**config.mk**
```make
export PLATFORM = sky130hd
export DESIGN_NAME = distinct_key_id_table
export DESIGN_NICKNAME = d
export VERILOG_FILES = /design/src/design/dkit_pkg.sv /design/src/design/dkit_store.sv /design/src/design/distinct_key_id_table.sv
export SDC_FILE = /design/constraint.sdc
export NUM_CORES = 2
export LEC_CHECK = 0
export BUFFER_PORTS_ARGS = -buffer_cell sky130_fd_sc_hd__buf_2
export CAP_MARGIN = 25
export CORE_MARGIN = 2
export CORE_UTILIZATION = 35
export CTS_BUF_LIST = sky130_fd_sc_hd__clkbuf_4 sky130_fd_sc_hd__clkbuf_8
export CTS_CLUSTER_DIAMETER = 60
export DETAILED_ROUTE_END_ITERATION = 8
export GPL_ROUTABILITY_DRIVEN = 1
export GPL_TIMING_DRIVEN = 1
export PLACE_DENSITY_LB_ADDON = 0.3
export SLEW_MARGIN = 10
export SYNTH_ARGS = -nofsm -noshare
export SYNTH_HDL_FRONTEND = slang
export SYNTH_SLANG_ARGS = --single-unit
```
**constraint.sdc**
```tcl
create_clock -name clk -period 9.4 [get_ports clk]
set_input_delay 1.88 -clock clk [delete_from_list [all_inputs] [get_ports clk]]
set_output_delay 1.88 -clock clk [all_outputs]
set_load 0.03 [all_outputs]
```
**src/design/dkit_pkg.sv**
```systemverilog
// Shared constants and types for the distinct key id table.
package dkit_pkg;

  localparam int KEY_W   = 64;
  localparam int COUNT_W = 16;
  localparam int ID_W    = 4;
  localparam int USED_W  = 5;

  typedef logic [1:0] status_t;

  localparam status_t ST_ADDED     = 2'd0;
  localparam status_t ST_MATCHED   = 2'd1;
  localparam status_t ST_NOT_FOUND = 2'd2;
  localparam status_t ST_FULL      = 2'd3;

  localparam logic CMD_REGISTER = 1'b0;
  localparam logic CMD_LOOKUP   = 1'b1;

  typedef enum logic [2:0] {
    S_IDLE = 3'b001,
    S_SCAN = 3'b010,
    S_MISS = 3'b100
  } state_t;

endpackage

```
**src/design/dkit_store.sv**
```systemverilog
// Key and count memories: one read port and one write port each, registered read data.
module dkit_store #(
  parameter int DEPTH = 16,
  parameter int IDX_W = 4
) (
  input  logic                         clk,
  input  logic [IDX_W-1:0]             rd_addr,
  output logic [dkit_pkg::KEY_W-1:0]   rd_key,
  output logic [dkit_pkg::COUNT_W-1:0] rd_cnt,
  input  logic                         key_we,
  input  logic                         cnt_we,
  input  logic [IDX_W-1:0]             wr_addr,
  input  logic [dkit_pkg::KEY_W-1:0]   wr_key,
  input  logic [dkit_pkg::COUNT_W-1:0] wr_cnt
);
  import dkit_pkg::*;

  logic [KEY_W-1:0]   key_mem [DEPTH];
  logic [COUNT_W-1:0] cnt_mem [DEPTH];

  always_ff @(posedge clk) begin
    if (key_we) begin
      key_mem[wr_addr] <= wr_key;
    end
    rd_key <= key_mem[rd_addr];
  end

  always_ff @(posedge clk) begin
    if (cnt_we) begin
      cnt_mem[wr_addr] <= wr_cnt;
    end
    rd_cnt <= cnt_mem[rd_addr];
  end

endmodule

```
**src/design/distinct_key_id_table.sv**
```systemverilog
// Distinct key id table: top level with search sequencer and result register.
// Sequence: a taken transaction compares the used entries in order from entry 0 and strobes
//   done on a match; a miss strobes done after the last used entry, or via S_MISS if empty.
// Flow: one transaction at a time; the scan reads one entry per cycle from the key memory
//   port. start may be taken while done is high.
// Reset: entry count and control cleared; memories are not cleared (never read before written).
module distinct_key_id_table #(
  parameter int              MAX_ENTRIES = 16,
  parameter longint unsigned MAX_MEMBERS = 65535
) (
  input  logic                         clk,
  input  logic                         rst,
  input  logic                         start,
  output logic                         busy,
  input  logic                         cmd,
  input  logic [dkit_pkg::KEY_W-1:0]   key_hash,
  output logic                         done,
  output dkit_pkg::status_t            status,
  output logic [dkit_pkg::ID_W-1:0]    entry_id,
  output logic [dkit_pkg::COUNT_W-1:0] member_count,
  output logic [dkit_pkg::USED_W-1:0]  entries_used
);
  import dkit_pkg::*;

  localparam int IDX_W = (MAX_ENTRIES > 1) ? $clog2(MAX_ENTRIES) : 1;
  localparam int CNT_W = $clog2(MAX_ENTRIES + 1);
  // saturation point of a member count: the smaller of MAX_MEMBERS and the field maximum
  localparam logic [COUNT_W-1:0] CountCap =
    (MAX_MEMBERS > longint'({COUNT_W{1'b1}})) ? {COUNT_W{1'b1}} : COUNT_W'(MAX_MEMBERS);
  localparam logic [CNT_W-1:0] UsedFull = CNT_W'(MAX_ENTRIES);

  // control state
  state_t           state, state_next;
  logic [IDX_W-1:0] scan_idx, scan_next;   // entry whose data sits on the read port
  logic [CNT_W-1:0] used, used_next;       // entries in use

  // transaction held during the scan
  logic             cmd_q;
  logic [KEY_W-1:0] key_q;

  // memory port signals
  logic [IDX_W-1:0]   rd_addr;
  logic [KEY_W-1:0]   rd_key;
  logic [COUNT_W-1:0] rd_cnt;
  logic               key_we, cnt_we;
  logic [IDX_W-1:0]   wr_addr;
  logic [COUNT_W-1:0] wr_cnt;

  // result to be registered
  logic               res_fire;
  status_t            res_status;
  logic [IDX_W-1:0]   res_id;
  logic [COUNT_W-1:0] res_cnt;

  logic               hit, last, miss_now;
  logic [COUNT_W-1:0] inc_cnt;

  dkit_store #(
    .DEPTH (MAX_ENTRIES),
    .IDX_W (IDX_W)
  ) u_store (
    .clk     (clk),
    .rd_addr (rd_addr),
    .rd_key  (rd_key),
    .rd_cnt  (rd_cnt),
    .key_we  (key_we),
    .cnt_we  (cnt_we),
    .wr_addr (wr_addr),
    .wr_key  (key_q),
    .wr_cnt  (wr_cnt)
  );

  assign busy = (state != S_IDLE);

  assign hit     = (rd_key == key_q);
  assign last    = (CNT_W'(scan_idx) == (used - CNT_W'(1)));
  assign inc_cnt = (rd_cnt < CountCap) ? (rd_cnt + COUNT_W'(1)) : rd_cnt;
  // miss: empty table, or the last used entry compared without a hit
  assign miss_now = (state == S_MISS) || ((state == S_SCAN) && !hit && last);

  always_comb begin
    state_next = state;
    scan_next  = scan_idx;
    used_next  = used;
    rd_addr    = '0;
    key_we     = 1'b0;
    cnt_we     = 1'b0;
    wr_addr    = scan_idx;
    wr_cnt     = inc_cnt;
    res_fire   = 1'b0;
    res_status = ST_NOT_FOUND;
    res_id     = '0;
    res_cnt    = '0;

    unique case (state)
      S_IDLE: begin
        // entry 0 is read while the transaction is taken
        if (start) begin
          scan_next  = '0;
          state_next = (used == '0) ? S_MISS : S_SCAN;
        end
      end
      S_SCAN: begin
        // prefetch the next entry; hold the address on the last one to stay in range
        rd_addr = last ? scan_idx : (scan_idx + IDX_W'(1));
        if (hit) begin
          res_fire   = 1'b1;
          res_status = ST_MATCHED;
          res_id     = scan_idx;
          state_next = S_IDLE;
          if (cmd_q == CMD_REGISTER) begin
            cnt_we  = 1'b1;
            res_cnt = inc_cnt;
          end else begin
            res_cnt = rd_cnt;
          end
        end else if (!last) begin
          scan_next = scan_idx + IDX_W'(1);
        end
      end
      S_MISS: begin
        // empty table; handled by the miss path below
      end
      default: begin
        state_next = S_IDLE;
      end
    endcase

    if (miss_now) begin
      res_fire   = 1'b1;
      state_next = S_IDLE;
      if (cmd_q == CMD_LOOKUP) begin
        res_status = ST_NOT_FOUND;
      end else if (used == UsedFull) begin
        res_status = ST_FULL;
      end else begin
        // append at the next free slot with a count of one
        res_status = ST_ADDED;
        res_id     = used[IDX_W-1:0];
        res_cnt    = COUNT_W'(1);
        key_we     = 1'b1;
        cnt_we     = 1'b1;
        wr_addr    = used[IDX_W-1:0];
        wr_cnt     = COUNT_W'(1);
        used_next  = used + CNT_W'(1);
      end
    end
  end

  always_ff @(posedge clk) begin
    if (rst) begin
      state <= S_IDLE;
      used  <= '0;
      done  <= 1'b0;
    end else begin
      state <= state_next;
      used  <= used_next;
      done  <= res_fire;
    end
  end

  // payload registers
  always_ff @(posedge clk) begin
    scan_idx <= scan_next;
    if (start && !busy) begin
      cmd_q <= cmd;
      key_q <= key_hash;
    end
    if (res_fire) begin
      status       <= res_status;
      entry_id     <= ID_W'(res_id);
      member_count <= res_cnt;
      entries_used <= USED_W'(used_next);
    end
  end

endmodule

```
==> impl_metrics.prom <==
# TYPE chip_impl_metric gauge
chip_impl_metric{name="globalplace.congestion",unit=""} 0.805
chip_impl_metric{name="worst_skew_pair.late_latency",unit="ps"} 970
chip_impl_metric{name="synth_edf_count",unit=""} 1376
chip_impl_metric{name="post-route-drc-count",unit=""} 0
chip_impl_metric{name="p_leak",unit="nW"} 20.9
chip_impl_metric{name="cp_slowest_stage_delay",unit="ps"} 840
chip_impl_metric{name="postRouteAntennaNets",unit=""} 0
chip_impl_info{name="postSynth.topFlopCell",value="edfxtp_1"} 1
chip_impl_metric{name="routedWlPerCell",unit="um"} 24.5
chip_impl_metric{name="clock_pin_slew_on_the_worst_setup_and_hold_paths",unit="ps"} 70
chip_impl_info{name="type_of_the_setup_path_with_the_least_slack",value="flip-flop to flip-flop"} 1
chip_impl_info{name="uppermost_layer_routed",value="met5"} 1
chip_impl_metric{name="wl_met2",unit="um"} 71500
chip_impl_metric{name="die_height",unit="um"} 404
chip_impl_info{name="grt_setup_unrepaired",value="false"} 1
chip_impl_info{name="mostFrequentLayoutCell",value="edfxtp_1"} 1
chip_impl_metric{name="slew_headroom",unit=""} 0.262
chip_impl_metric{name="path_max_fanout",unit=""} 43
chip_impl_metric{name="drt-initial-drc-count",unit=""} 2766
chip_impl_metric{name="initial_utilization",unit=""} 0.353
chip_impl_metric{name="synthCells",unit=""} 3632
chip_impl_metric{name="timing.final.setup_violations",unit=""} 0
chip_impl_metric{name="route.met3.wl",unit="um"} 10400
chip_impl_info{name="cp_cell_sequence",value="inv_1, ha_1, or3b_4, a2bb2oi_2, a211o_1, or3_1, o21ai_1, nand3_1, nor2_4, buf_4"} 1
chip_impl_metric{name="grt_first_pass_wirelength",unit="um"} 218000
chip_impl_metric{name="tritoncts_num_sinks",unit=""} 1465
chip_impl_metric{name="worstMarginPinSlew",unit="ps"} 1110
chip_impl_metric{name="postCtsHoldBufs",unit=""} 0
chip_impl_metric{name="cap_violations",unit=""} 0
chip_impl_info{name="clockRootBuffer",value="clkbuf_8"} 1
chip_impl_metric{name="route.vias.total",unit=""} 32400
chip_impl_metric{name="finalMaxSlewViolations",unit=""} 0
chip_impl_metric{name="grt_pass1_vias",unit=""} 31600
chip_impl_info{name="status",value="complete, no violations"} 1
chip_impl_metric{name="std_cell_rows",unit=""} 146
chip_impl_metric{name="period_share",unit=""} 0.604
chip_impl_info{name="timing.critical_path.from_type",value="flip-flop"} 1
chip_impl_metric{name="cts.repair.resized",unit=""} 0
chip_impl_metric{name="grt_max_degree",unit=""} 160
chip_impl_metric{name="synth-seq-area-share",unit=""} 0.771
chip_impl_metric{name="clock.fmax",unit="MHz"} 176
chip_impl_info{name="min_path_type",value="flip-flop to flip-flop"} 1
chip_impl_metric{name="met1_length",unit="um"} 65400
chip_impl_metric{name="totalPowerFinal",unit="mW"} 13.1
chip_impl_metric{name="post_synth_instance_area",unit="um^2"} 55900
chip_impl_metric{name="synthToLayoutAreaGrowth",unit="%"} 14.9
chip_impl_metric{name="post_cts_buffers",unit=""} 0
chip_impl_metric{name="cts-htree-levels",unit=""} 4
chip_impl_metric{name="placeableCoreArea",unit="um^2"} 159000
chip_impl_info{name="crit_family",value="simple AND/OR/NAND/NOR gates"} 1
chip_impl_metric{name="clock_tree_buf_depth",unit=""} 3
chip_impl_metric{name="powerDensity",unit="nW/um^2"} 204
chip_impl_metric{name="final.setup_skew",unit="ps"} 51.2
chip_impl_metric{name="pin_count",unit=""} 97
chip_impl_metric{name="num-nets-final",unit=""} 3933
chip_impl_metric{name="number_of_unique_standard_cell_types_used_by_synthesis",unit=""} 65
chip_impl_metric{name="setup_total_negative_slack",unit="ps"} 0
chip_impl_metric{name="avgSynthCellArea",unit="um^2"} 15.4
chip_impl_metric{name="power.ir.vdd_worst",unit="V"} 0.000142
chip_impl_metric{name="fin_hold_ws",unit="ps"} 628
chip_impl_metric{name="routed_wirelength",unit="um"} 151000
chip_impl_metric{name="required_time_of_the_critical_path",unit="ps"} 9950
chip_impl_metric{name="gr-usage-all-layers",unit=""} 0.182
chip_impl_metric{name="synth_warnings",unit=""} 0
chip_impl_metric{name="arrival",unit="ps"} 6230
chip_impl_info{name="crit_path_top_delay_cell",value="nor2_4"} 1
chip_impl_metric{name="placement.io_buffers",unit=""} 96
chip_impl_metric{name="cts_made_buffers",unit=""} 235
chip_impl_metric{name="number_of_nets_in_the_synthesized_netlist",unit=""} 3704
chip_impl_metric{name="finalWorstPathRequiredPeriod",unit="ps"} 5680
chip_impl_metric{name="synth-seq-cells",unit=""} 1465
chip_impl_metric{name="antenna_found_initial",unit=""} 9
chip_impl_metric{name="layout-drive-gt1-share",unit=""} 0.166
chip_impl_metric{name="critPathBufInv",unit=""} 2
chip_impl_metric{name="firstDrtPassIters",unit=""} 5
chip_impl_metric{name="fill_cells",unit=""} 14400
chip_impl_info{name="timing.critical_path.to_type",value="flip-flop"} 1
chip_impl_metric{name="grt_remaining_overflow",unit=""} 0
chip_impl_metric{name="detail_route.vias_per_cell",unit=""} 5.28
chip_impl_metric{name="detailedPlacementHpwl",unit="um"} 80000
chip_impl_info{name="most-common-layout-cells",value="edfxtp_1 (1,376), nand2_1 (588), clkbuf_8 (261)"} 1
chip_impl_metric{name="die_x",unit="um"} 404
chip_impl_info{name="clock_tree_from_tritoncts",value="yes"} 1
chip_impl_metric{name="asyncSetResetFlopFracSynth",unit=""} 0
chip_impl_metric{name="floorplan.die_area",unit="um^2"} 163000
chip_impl_metric{name="timing.final.hold_violations",unit=""} 0
[synthesized netlist by cell type (6+ instances only)]
| cell | count | share of area |
|---|---|---|
| edfxtp_1 | 1376 | 0.74 |
| nand2_1 | 589 | 0.040 |
| mux2i_1 | 217 | 0.039 |
| nor2_1 | 194 | 0.013 |
| a21oi_1 | 117 | 0.010 |
| nand3_1 | 111 | 0.0099 |
| clkbuf_1 | 102 | 0.0068 |
| dfxtp_1 | 89 | 0.032 |
| a32oi_1 | 83 | 0.013 |
| buf_2 | 82 | 0.0073 |
| a22oi_1 | 77 | 0.010 |
| xnor2_1 | 76 | 0.012 |
| a31oi_1 | 56 | 0.0063 |
| and2_1 | 54 | 0.0060 |
| a211oi_1 | 51 | 0.0068 |
| and4_1 | 44 | 0.0069 |
| nor3_1 | 39 | 0.0035 |
| a2bb2oi_1 | 30 | 0.0047 |
| o221ai_1 | 30 | 0.0047 |
| and3_1 | 28 | 0.0031 |
| nand4_1 | 26 | 0.0029 |
| o21ai_0 | 17 | 0.0015 |
| xor2_1 | 13 | 0.0020 |
| or3_1 | 11 | 0.0012 |
| buf_4 | 9 | 0.0012 |
| a32o_1 | 8 | 0.0014 |
| buf_1 | 8 | 0.00054 |
| a221oi_1 | 7 | 0.0011 |
| and4bb_1 | 7 | 0.0016 |
| inv_1 | 7 | 0.00047 |
| nor2b_1 | 7 | 0.00078 |
| buf_6 | 6 | 0.0012 |
[worst register-to-register path: cells and delay by family, from the launching register on]
family          cells  cell delay, ps
simple gates        4            2160
compound gates      3            1410
buf+inv             2             960
flops               1             420
fa+ha+maj           1             270
[routing by layer]
metal / up-vias / track usage
met3: 240 / 0.0323
met2: 1251 / 0.293
met1: 16500 / 0.253
li1: 14400 / -
met5: - / 0
met4: 6 / 0.0549
[worst paths after layout]
check                           startpoint                 endpoint  slack [ps]  cells after the start
worst max-delay path               used[0]  u_store.key_mem[14][59]        3720                     10
worst min register to register     used[4]                 state[2]         630                      1
worst max register to register     used[0]  u_store.key_mem[14][59]        3720                     10
worst min-delay path               used[4]                 state[2]         630                      1
[logic make-up after synthesis]
| logic type | count (synthesis) | share of synthesized area |
|---|---|---|
| adder cells (fa/ha/maj) | 4 | 0.000895 |
| AND/OR/NAND/NOR | 1135 | 0.0923 |
| flip-flops | 1465 | 0.771 |
| XOR/XNOR | 90 | 0.0142 |
| multiplexers | 223 | 0.0401 |
| AO/OA/AOI/OAI | 500 | 0.0642 |
| buffers and inverters | 215 | 0.0177 |
[sequential cells by signal, summed over array words and instances (netlist names)]
signal	flops
scan_idx	4
entries_used	5
u_store.key_mem	1024
key_q	64
entry_id	4
done	1
status	2
used	5
cmd_q	1
u_store.rd_key	64
member_count	16
u_store.rd_cnt	16
state	3
u_store.cnt_mem	256
[per-stage QoR]
step                area, um^2  setup slack [ps]  utilization  std cells
floorplan                55900              1920            -       3632
global placement         59000              3660        0.372       5678
detailed placement       59200              3790        0.373       5687
CTS                      64100              3770        0.405       6129
global route             64200              3410        0.405       6141
finish                   64200              3720        0.405       6142
[where the power goes]
part	switching [mW]	internal, mW	leakage (nW)
clock network	2.53	3.12	2.66
logic	0.152	0.0614	5.05
registers	0.0772	7.17	13.2
[area by class of cell]
cell class | count | area [um^2] | share of cell area
multi-input combinational | 1952 | 12100 | 0.189
tap | 2072 | 2590 | 0.0404
clock inverter | 69 | 536 | 0.00833
clock buffer | 373 | 4430 | 0.0690
timing repair buffer | 199 | 1420 | 0.0221
inverter | 8 | 37.5 | 0.000584
antenna | 4 | 10.0 | 0.000156
sequential | 1465 | 43100 | 0.671
No activity file was read; power rests on OpenSTA's default activity.
